<file path="src/design/ppia_pkg.sv">
`default_nettype none

package ppia_pkg;

  localparam int unsigned DATA_W = 8;
  localparam int unsigned CTL_W  = 6;

  // control register bits
  localparam int unsigned CTL_IRQ_EN    = 0;
  localparam int unsigned CTL_RISING    = 1;
  localparam int unsigned CTL_SEL_OUT   = 2;
  localparam int unsigned CTL_C2_LEVEL  = 3;
  localparam int unsigned CTL_C2_MANUAL = 4;
  localparam int unsigned CTL_C2_OUT    = 5;

  localparam logic [2:0] C2_MODE_MANUAL_LOW  = 3'b110;
  localparam logic [2:0] C2_MODE_MANUAL_HIGH = 3'b111;
  localparam logic [1:0] C2_MODE_STROBE      = 2'b10;

  typedef enum logic [2:0] {
    KIND_READ  = 3'd0,
    KIND_WRITE = 3'd1,
    KIND_CA1   = 3'd2,
    KIND_CB1   = 3'd3,
    KIND_PINS  = 3'd4
  } kind_t;

  typedef enum logic [1:0] {
    OFF_DATA_A = 2'd0,
    OFF_CTL_A  = 2'd1,
    OFF_DATA_B = 2'd2,
    OFF_CTL_B  = 2'd3
  } offset_t;

  typedef struct packed {
    logic [DATA_W-1:0] read_data;
    logic              irq_a;
    logic              irq_b;
    logic              ca2_level;
    logic              cb2_level;
    logic [DATA_W-1:0] port_a_drive;
    logic [DATA_W-1:0] port_b_drive;
  } result_t;

  function automatic logic c2_strobe(input logic [CTL_W-1:0] c);
    c2_strobe = (c[CTL_C2_OUT:CTL_C2_MANUAL] == C2_MODE_STROBE);
  endfunction

  function automatic logic c1_restore(input logic [CTL_W-1:0] c);
    c1_restore = ~c[CTL_C2_LEVEL];
  endfunction

endpackage

`default_nettype wire

</file>
<file path="src/design/parallel_port_interface_adapter.sv">
// Channel | Direction | Handshake            | Beat payload
// input   | in        | in_valid / in_stall   | kind, offset, write_data, line_level, port_a_pins
// output  | out       | out_valid / out_stall | read_data, irq_a, irq_b, ca2_level, cb2_level,
//         |           |                       | port_a_drive, port_b_drive
//
// One beat in per cycle while in_stall is low; a result is registered as its beat is
// accepted, or waits in the skid entry behind the held result while the output is stalled.
// Register state updates in the accept cycle, so back-to-back beats see it at once.
// A two-entry output buffer (result register plus skid) holds one extra result while stalled;
// in_stall rises only when both entries are full.
// Reset (rst, synchronous) empties the output buffer and sets all port registers
// to zero, with the CA1 last-seen level at one.
`default_nettype none

module parallel_port_interface_adapter (
  input  wire logic                         clk,
  input  wire logic                         rst,
  input  wire logic                         in_valid,
  output logic                              in_stall,
  input  wire logic [2:0]                   kind,
  input  wire logic [1:0]                   offset,
  input  wire logic [ppia_pkg::DATA_W-1:0]  write_data,
  input  wire logic                         line_level,
  input  wire logic [ppia_pkg::DATA_W-1:0]  port_a_pins,
  output logic                              out_valid,
  input  wire logic                         out_stall,
  output logic [ppia_pkg::DATA_W-1:0]       read_data,
  output logic                              irq_a,
  output logic                              irq_b,
  output logic                              ca2_level,
  output logic                              cb2_level,
  output logic [ppia_pkg::DATA_W-1:0]       port_a_drive,
  output logic [ppia_pkg::DATA_W-1:0]       port_b_drive
);

  logic [ppia_pkg::CTL_W-1:0]  control_a, control_a_next;
  logic [ppia_pkg::CTL_W-1:0]  control_b, control_b_next;
  logic [ppia_pkg::DATA_W-1:0] direction_a, direction_a_next;
  logic [ppia_pkg::DATA_W-1:0] direction_b, direction_b_next;
  logic [ppia_pkg::DATA_W-1:0] latch_a, latch_a_next;
  logic [ppia_pkg::DATA_W-1:0] latch_b, latch_b_next;
  logic [ppia_pkg::DATA_W-1:0] pins_b, pins_b_next;
  logic ca1_seen, ca1_seen_next;
  logic cb1_seen, cb1_seen_next;
  logic ca2_out, ca2_out_next;
  logic cb2_out, cb2_out_next;
  logic flag_a1, flag_a1_next;
  logic flag_b1, flag_b1_next;
  logic [ppia_pkg::DATA_W-1:0] rd_next;

  ppia_pkg::result_t result, skid, result_next;
  logic skid_valid;
  logic in_accept;
  logic out_take;

  assign in_stall  = skid_valid;
  assign in_accept = in_valid & ~skid_valid;
  assign out_take  = out_valid & ~out_stall;

  always_comb begin
    control_a_next   = control_a;
    control_b_next   = control_b;
    direction_a_next = direction_a;
    direction_b_next = direction_b;
    latch_a_next     = latch_a;
    latch_b_next     = latch_b;
    pins_b_next      = pins_b;
    ca1_seen_next    = ca1_seen;
    cb1_seen_next    = cb1_seen;
    ca2_out_next     = ca2_out;
    cb2_out_next     = cb2_out;
    flag_a1_next     = flag_a1;
    flag_b1_next     = flag_b1;
    rd_next          = '0;

    case (kind)
      ppia_pkg::KIND_READ: begin
        case (offset)
          ppia_pkg::OFF_DATA_A: begin
            if (!control_a[ppia_pkg::CTL_SEL_OUT]) begin
              rd_next = direction_a;
            end else begin
              rd_next = (latch_a & direction_a) | (port_a_pins & ~direction_a);
              flag_a1_next = 1'b0;
              if (ppia_pkg::c2_strobe(control_a) && ppia_pkg::c1_restore(control_a)) begin
                ca2_out_next = 1'b1;
              end
            end
          end
          ppia_pkg::OFF_CTL_A: begin
            rd_next = {flag_a1, 1'b0, control_a};
          end
          ppia_pkg::OFF_DATA_B: begin
            if (!control_b[ppia_pkg::CTL_SEL_OUT]) begin
              rd_next = direction_b;
            end else begin
              rd_next = (latch_b & direction_b) | (pins_b & ~direction_b);
              if (flag_b1 && ppia_pkg::c2_strobe(control_b)
                  && ppia_pkg::c1_restore(control_b)) begin
                cb2_out_next = 1'b1;
              end
              flag_b1_next = 1'b0;
            end
          end
          default: begin
            rd_next = {flag_b1, 1'b0, control_b};
          end
        endcase
      end
      ppia_pkg::KIND_WRITE: begin
        case (offset)
          ppia_pkg::OFF_DATA_A: begin
            if (!control_a[ppia_pkg::CTL_SEL_OUT]) begin
              direction_a_next = write_data;
            end else begin
              latch_a_next = write_data;
              if (ppia_pkg::c2_strobe(control_a)) begin
                ca2_out_next = 1'b0;
              end
            end
          end
          ppia_pkg::OFF_CTL_A: begin
            control_a_next = write_data[ppia_pkg::CTL_W-1:0];
            if (write_data[ppia_pkg::CTL_C2_OUT]) begin
              if (write_data[5:3] == ppia_pkg::C2_MODE_MANUAL_LOW) begin
                ca2_out_next = 1'b0;
              end else if (write_data[5:3] == ppia_pkg::C2_MODE_MANUAL_HIGH) begin
                ca2_out_next = 1'b1;
              end
            end else if (control_a[ppia_pkg::CTL_C2_OUT]) begin
              ca2_out_next = 1'b0;
            end
          end
          ppia_pkg::OFF_DATA_B: begin
            if (!control_b[ppia_pkg::CTL_SEL_OUT]) begin
              direction_b_next = write_data;
            end else begin
              latch_b_next = write_data;
              if (ppia_pkg::c2_strobe(control_b)) begin
                cb2_out_next = 1'b0;
              end
            end
          end
          default: begin
            control_b_next = write_data[ppia_pkg::CTL_W-1:0];
            if (write_data[ppia_pkg::CTL_C2_OUT]) begin
              if (write_data[5:3] == ppia_pkg::C2_MODE_MANUAL_LOW) begin
                cb2_out_next = 1'b0;
              end else if (write_data[5:3] == ppia_pkg::C2_MODE_MANUAL_HIGH) begin
                cb2_out_next = 1'b1;
              end
            end else if (control_b[ppia_pkg::CTL_C2_OUT]) begin
              cb2_out_next = 1'b0;
            end
          end
        endcase
      end
      ppia_pkg::KIND_CA1: begin
        if (line_level != ca1_seen) begin
          if (line_level == control_a[ppia_pkg::CTL_RISING]) begin
            flag_a1_next = 1'b1;
            if (ppia_pkg::c2_strobe(control_a) && !ppia_pkg::c1_restore(control_a)) begin
              ca2_out_next = 1'b1;
            end
          end
          ca1_seen_next = line_level;
        end
      end
      ppia_pkg::KIND_CB1: begin
        if (line_level != cb1_seen) begin
          if (line_level == control_b[ppia_pkg::CTL_RISING]) begin
            flag_b1_next = 1'b1;
          end
          cb1_seen_next = line_level;
        end
      end
      ppia_pkg::KIND_PINS: begin
        pins_b_next = write_data;
      end
      default: begin
      end
    endcase

    result_next.read_data    = rd_next;
    result_next.irq_a        = flag_a1_next & control_a_next[ppia_pkg::CTL_IRQ_EN];
    result_next.irq_b        = flag_b1_next & control_b_next[ppia_pkg::CTL_IRQ_EN];
    result_next.ca2_level    = ca2_out_next;
    result_next.cb2_level    = cb2_out_next;
    result_next.port_a_drive = latch_a_next & direction_a_next;
    result_next.port_b_drive = latch_b_next;
  end

  always_ff @(posedge clk) begin
    if (rst) begin
      control_a   <= '0;
      control_b   <= '0;
      direction_a <= '0;
      direction_b <= '0;
      latch_a     <= '0;
      latch_b     <= '0;
      pins_b      <= '0;
      ca1_seen    <= 1'b1;
      cb1_seen    <= 1'b0;
      ca2_out     <= 1'b0;
      cb2_out     <= 1'b0;
      flag_a1     <= 1'b0;
      flag_b1     <= 1'b0;
    end else if (in_accept) begin
      control_a   <= control_a_next;
      control_b   <= control_b_next;
      direction_a <= direction_a_next;
      direction_b <= direction_b_next;
      latch_a     <= latch_a_next;
      latch_b     <= latch_b_next;
      pins_b      <= pins_b_next;
      ca1_seen    <= ca1_seen_next;
      cb1_seen    <= cb1_seen_next;
      ca2_out     <= ca2_out_next;
      cb2_out     <= cb2_out_next;
      flag_a1     <= flag_a1_next;
      flag_b1     <= flag_b1_next;
    end
  end

  // result register with one skid entry
  always_ff @(posedge clk) begin
    if (rst) begin
      out_valid  <= 1'b0;
      skid_valid <= 1'b0;
    end else if (in_accept) begin
      if (!out_valid || !out_stall) begin
        result    <= result_next;
        out_valid <= 1'b1;
      end else begin
        skid       <= result_next;
        skid_valid <= 1'b1;
      end
    end else if (out_take) begin
      if (skid_valid) begin
        result     <= skid;
        skid_valid <= 1'b0;
      end else begin
        out_valid <= 1'b0;
      end
    end
  end

  assign read_data    = result.read_data;
  assign irq_a        = result.irq_a;
  assign irq_b        = result.irq_b;
  assign ca2_level    = result.ca2_level;
  assign cb2_level    = result.cb2_level;
  assign port_a_drive = result.port_a_drive;
  assign port_b_drive = result.port_b_drive;

`ifndef NO_ASSERTIONS
  a_skid_needs_result: assert property (@(posedge clk) disable iff (rst)
    skid_valid |-> out_valid)
    else $error("skid entry held while result register empty");

  a_accept_fills: assert property (@(posedge clk) disable iff (rst)
    in_accept |=> out_valid)
    else $error("accepted beat produced no result");

  a_latch_a_write: assert property (@(posedge clk) disable iff (rst)
    (in_accept && kind == ppia_pkg::KIND_WRITE && offset == ppia_pkg::OFF_DATA_A
     && control_a[ppia_pkg::CTL_SEL_OUT]) |=> latch_a == $past(write_data))
    else $error("port A latch write lost");
`endif

endmodule

`default_nettype wire
</file>
<file path="config.mk">
export PLATFORM = sky130hd
export DESIGN_NAME = parallel_port_interface_adapter
export DESIGN_NICKNAME = d
export VERILOG_FILES = /design/src/design/ppia_pkg.sv /design/src/design/parallel_port_interface_adapter.sv
export SDC_FILE = /design/constraint.sdc
export NUM_CORES = 1
export LEC_CHECK = 0
export BUFFER_PORTS_ARGS = -buffer_cell sky130_fd_sc_hd__buf_2
export CAP_MARGIN = 20
export CORE_UTILIZATION = 63
export CTS_CLUSTER_DIAMETER = 200
export DETAILED_ROUTE_END_ITERATION = 12
export GPL_TIMING_DRIVEN = 0
export PLACE_DENSITY = 0.95
export SLEW_MARGIN = 5
export SYNTH_ARGS = -nofsm -noshare
export SYNTH_HDL_FRONTEND = slang
export SYNTH_SLANG_ARGS = --single-unit
</file>
<file path="constraint.sdc">
create_clock -name clk -period 7.1 [get_ports clk]
set_input_delay 0.355 -clock clk [delete_from_list [all_inputs] [get_ports clk]]
set_output_delay 0.355 -clock clk [all_outputs]
set_load 0.1 [all_outputs]
</file>
# == Word level (Yosys, flattened, before mapping) ==
# Index checks and enable logic that the tools add are counted.
# totals
regBits,116
# op_classes
n_eq_ne,17
muxes,63
bitwise,21
n_reduce_logical,23
# ops
op,n
28-bit two-way mux,4
8-bit two-way mux,12
8-bit bitwise AND,5
1-bit two-way mux,40
8-bit one-hot mux with 3 select lines,1
3-bit AND reduction,6
8-bit NOT,2
8-bit OR,2
1-bit one-hot mux with 2 select lines,5
"3-bit == test, second input constant",3
1-bit NOT,8
4-bit AND reduction,2
"2-bit == test, second input constant",3
"3-bit by 2-bit == test with 1-bit output, second input constant",2
1-bit bitwise AND,4
1-bit logical AND,4
"2-bit by 1-bit inequality test with 1-bit output, second input constant",2
2-bit AND reduction,2
2-bit nonzero test,2
"3-bit by 1-bit == test with 1-bit output, second input constant",1
3-bit zero test,1
1-bit one-hot mux with 3 select lines,1
3-bit OR reduction,1
1-bit == test,2
other kinds (7),9

# == Longest topological paths before layout ==
# logic_depth
depth_word,9
depth_mapped,8

# == Worst setup path after synthesis ==
# No wires, ideal clock.
# synth_path
path_kind,reg2reg
startpoint,"reg skid_valid, in the netlist in_stall"
endpoint,"reg result, in the netlist ca2_level, enable pin"
setup_ps,460
arrival_time_ps,3544
t_required_ps,6640
slack_ps,3096
stages_incl_launch_ff,5
cell_sequence,dfxtp_1 > nand2b_1 > buf_6 > clkbuf_1 > a221oi_1
# synth_via
elab_chain_cells,4
elab_cells_between_ends,6
cone_classes,1 x eq/ne; 2 x bitwise; 3 x reduce/logical
# synth_lines
element,line_no,source
start: declaration,parallel_port_interface_adapter.sv:52,logic skid_valid;
start signal: assignment,parallel_port_interface_adapter.sv:229,skid_valid <= 1'b0;
start signal: assignment,parallel_port_interface_adapter.sv:236,skid_valid <= 1'b1;
start signal: assignment,parallel_port_interface_adapter.sv:241,skid_valid <= 1'b0;
1-bit NOT,parallel_port_interface_adapter.sv:57,assign in_accept = in_valid & ~skid_valid;
1-bit bitwise AND,parallel_port_interface_adapter.sv:57,
2-bit by 1-bit inequality test with 1-bit output (no source line) or 2-bit nonzero test (tied branches),--,
4-bit AND reduction (no source line) *,--,
end signal: assignment,parallel_port_interface_adapter.sv:232,result <= result_next;
end signal: assignment,parallel_port_interface_adapter.sv:240,result <= skid;
end: declaration,parallel_port_interface_adapter.sv:51,"ppia_pkg::result_t result, skid, result_next;"
# Every way passes the cells marked *; elsewhere a longest branch is shown, timed or not.
# A chain may end at the register's enable or synchronous reset.

# == Worst setup path after layout ==
# layout_path
startpoint,reg control_b[2] in the netlist's numbering
endpoint,"reg skid[24] in the netlist's numbering, data pin"
# layout_via
elab_chain_cells,3
# layout_lines
element,line_no,source
start: declaration,parallel_port_interface_adapter.sv:37,"logic [ppia_pkg::CTL_W-1:0] control_b, control_b_next;"
start signal: assignment,parallel_port_interface_adapter.sv:210,control_b <= control_b_next;
8-bit two-way mux,parallel_port_interface_adapter.sv:94,if (!control_b[ppia_pkg::CTL_SEL_OUT]) begin
8-bit one-hot mux with 3 select lines,parallel_port_interface_adapter.sv:78,case (offset)
8-bit two-way mux,parallel_port_interface_adapter.sv:76,case (kind)
"named net rd_next, one bit",parallel_port_interface_adapter.sv:49,logic [ppia_pkg::DATA_W-1:0] rd_next;
end signal: assignment,parallel_port_interface_adapter.sv:235,skid <= result_next;
end: declaration,parallel_port_interface_adapter.sv:51,
# The timed path passes the listed nets, and every way through them passes these cells.

==> metrics.yaml <==
status: "complete, no violations"
grt_remaining_overflow: 0
seq_area_frac_synth_pct: 52.4
critPathTopFamily: "buffers and inverters"
relSlewSlack_pct: 39.7
grt_max_degree: 17
clockBufferDepth: 2
die_w_um: 95.4
drt_pre_antenna_iters: 7
gp_congestion: 0.914
endpoint_kind: "flop"
cts_root_buffer: "clkbuf_8"
grt_pass1_vias: 4649
power_density_nw_per_um2: 269
wl_um: 15700
p_leak_nw: 2.62
worstPathCellList: "clkbuf_1 -> clkbuf_1 -> a21oi_1 -> o31ai_1 -> mux2i_1 -> nor2_1"
path_class: "flop to flop"
synthFlopType: "dfxtp_1"
track_usage_pct: 36.3
h-tree-depth: 4
vias_per_cell: 6.56
dieArea_um2: 9110
core_um2: 8340
maxCapViolations: 0
clock.fmax_mhz: 398
post_cts_resized: 0
diodes: 0
synth-edff-count: 56
start_kind: "flop"
synth_fp_nets: 561
antenna_found_initial: 0
skew_ns: 0.00709
ys_ff_latch: 116
hold_path_class: "input port to flop"
synth.most_common_cell: "nor2_1"
yosysUniqueCellTypes: 56
portBuffers: 48
rsz0062_at_grt: "no"
totalPowerFinal_w: 0.00176
critPathArrivalTime_ns: 2.89
placed_area_um2: 5940
drc_errors: 0
areaGrowthSynthToFinish_pct: 18.9
worst_pin_slew_ns: 0.904
finalSetupViolCount: 0
tns_ns: 0
period_minus_slack_ns: 2.51
design_area_um2: 6540
fin_crit_sh_pct: 35.4
first_iter_violations: 601
num_rows: 33
fin_cells: 723
clock_latency_ns: 0.53
slowest_stage: "o31ai_1"
r2r_slack_ns: 4.59
cts_tree: "yes"
dp.final_hpwl_um: 10100
ys_warn_count: 0
io_pins: 56
synth_area_leader_cell: "edfxtp_1"
synth_common_cells: "77 x nor2_1, 67 x nand2_1, 60 x dfxtp_1, 56 x edfxtp_1, 54 x mux2i_1"
dp.cells: 691
worst_ep_required_time_ns: 7.48
cts.sink_count: 116
clkTransAtPathRegs_ns: 0.06
cpMostUsedCell: "clkbuf_1"
via_count: 4743
netlist_area_um2: 5500
crit_fanout: 10
hold_viol_final: 0
die_h_um: 95.4
irDropWorstVdd_mv: 0.183
wire_per_inst_um: 21.7
syn_area_per_cell_um2: 10.3
grt_pass1_wl_um: 24100
worst-path-buf-inv: 2
drtAntennaViolNets: 0
post_cts_buffers: 0
cts_hold_buf: 0
async_flop_share_pct: 0
fin_nets: 631
start_util_pct: 65.9
synth_top_area_share_pct: 30.6
slew_viol_final: 0
ys_top_cells_by_area: "edfxtp_1 31%, dfxtp_1 22%, mux2i_1 9.8%"
cpPeakStageDelay_ns: 0.64
drive_gt1_share_pct: 21.5
postSynthCellCount: 535
cts_inserted_buffers: 17
==> logic make-up (layout without fill, tap and decap cells) <==
| group | count (synthesis) | count (layout) | synth area share, % |
|---|---|---|---|
| AO/OA/AOI/OAI | 90 | 90 | 11.3 |
| buffers and inverters | 52 | 135 | 4.85 |
| flip-flops | 116 | 116 | 52.4 |
| multiplexers | 75 | 75 | 14.1 |
| AND/OR/NAND/NOR | 202 | 202 | 17.3 |
==> per-layer routing <==
layer	up-vias	part of all wire [%]	global-route usage, %
li1	2069	-	-
met1	2243	37	44.8
met2	337	47	57.8
met3	94	10	8.61
met4	0	5.6	21.8
met5	-	0	0
==> flip-flops by register name (all words and copies together) (netlist names), 6 cells and up <==
name          flops
control_a         6
port_a_drive      8
latch_b           8
pins_b            8
read_data         8
direction_b       8
skid             28
control_b         6
latch_a           8
direction_a       8
port_b_drive      8
==> cell usage in the layout, fill, tap and decap left out, types with 2 or more instances in the layout <==
master	n
nand2_1	67
buf_1	3
mux2i_1	54
nor3_2	2
a32o_1	6
clkinv_4	5
clkbuf_1	18
inv_1	11
nor2_1	77
dfxtp_1	60
buf_2	58
a22o_1	6
a31oi_1	2
nand3_1	14
edfxtp_1	56
buf_4	5
nand4b_1	2
clkbuf_16	16
mux2_2	21
buf_6	6
a222oi_1	6
clkinv_2	2
nor2b_1	5
a21oi_1	33
nand2b_1	4
o21ai_0	6
bufinv_16	3
inv_6	2
and3_1	3
nor3_1	8
and3b_1	5
a211oi_1	4
o31ai_1	15
nand3b_1	2
==> power by group <==
| group | internal (W) | total (W) | switching, W |
|---|---|---|---|
| sequential | 0.000715 | 0.000722 | 0.00000655 |
| combinational | 0.0000406 | 0.000176 | 0.000135 |
| clock | 0.000540 | 0.000863 | 0.000323 |
| total | 0.00130 | 0.00176 | 0.000465 |
==> per-stage QoR <==
| stage | hold slack [ns] | util (%) | setup slack, ns |
|---|---|---|---|
| global placement | 0.445 | 70.4 | 2.43 |
| floorplan | 0.436 | - | 3.10 |
| detailed placement | 0.471 | 71.2 | 4.61 |
| CTS | 0.0721 | 78.4 | 4.68 |
| global route | 0.0920 | 78.4 | 4.47 |
| finish | 0.0652 | 78.4 | 4.59 |
==> worst paths after layout <==
check / cells past startpoint / from / end
max: 6 / control_b[2] / skid[24]
max reg2reg: 6 / control_b[2] / skid[24]
min: 2 / rst / ca1_seen
min reg2reg: 2 / latch_a[2] / latch_a[2]
==> area by class of cell <==
class                           count  area, µm²
Buffer                             41        225
Clock inverter                     14        180
Fill cell                         503       1800
Sequential cell                   116       2880
Multi-Input combinational cell    367       2370
Tap cell                          105        131
Inverter                           11       41.3
Timing Repair Buffer               51        287
Clock buffer                       18        418
Power figures use the tool's default switching activity.
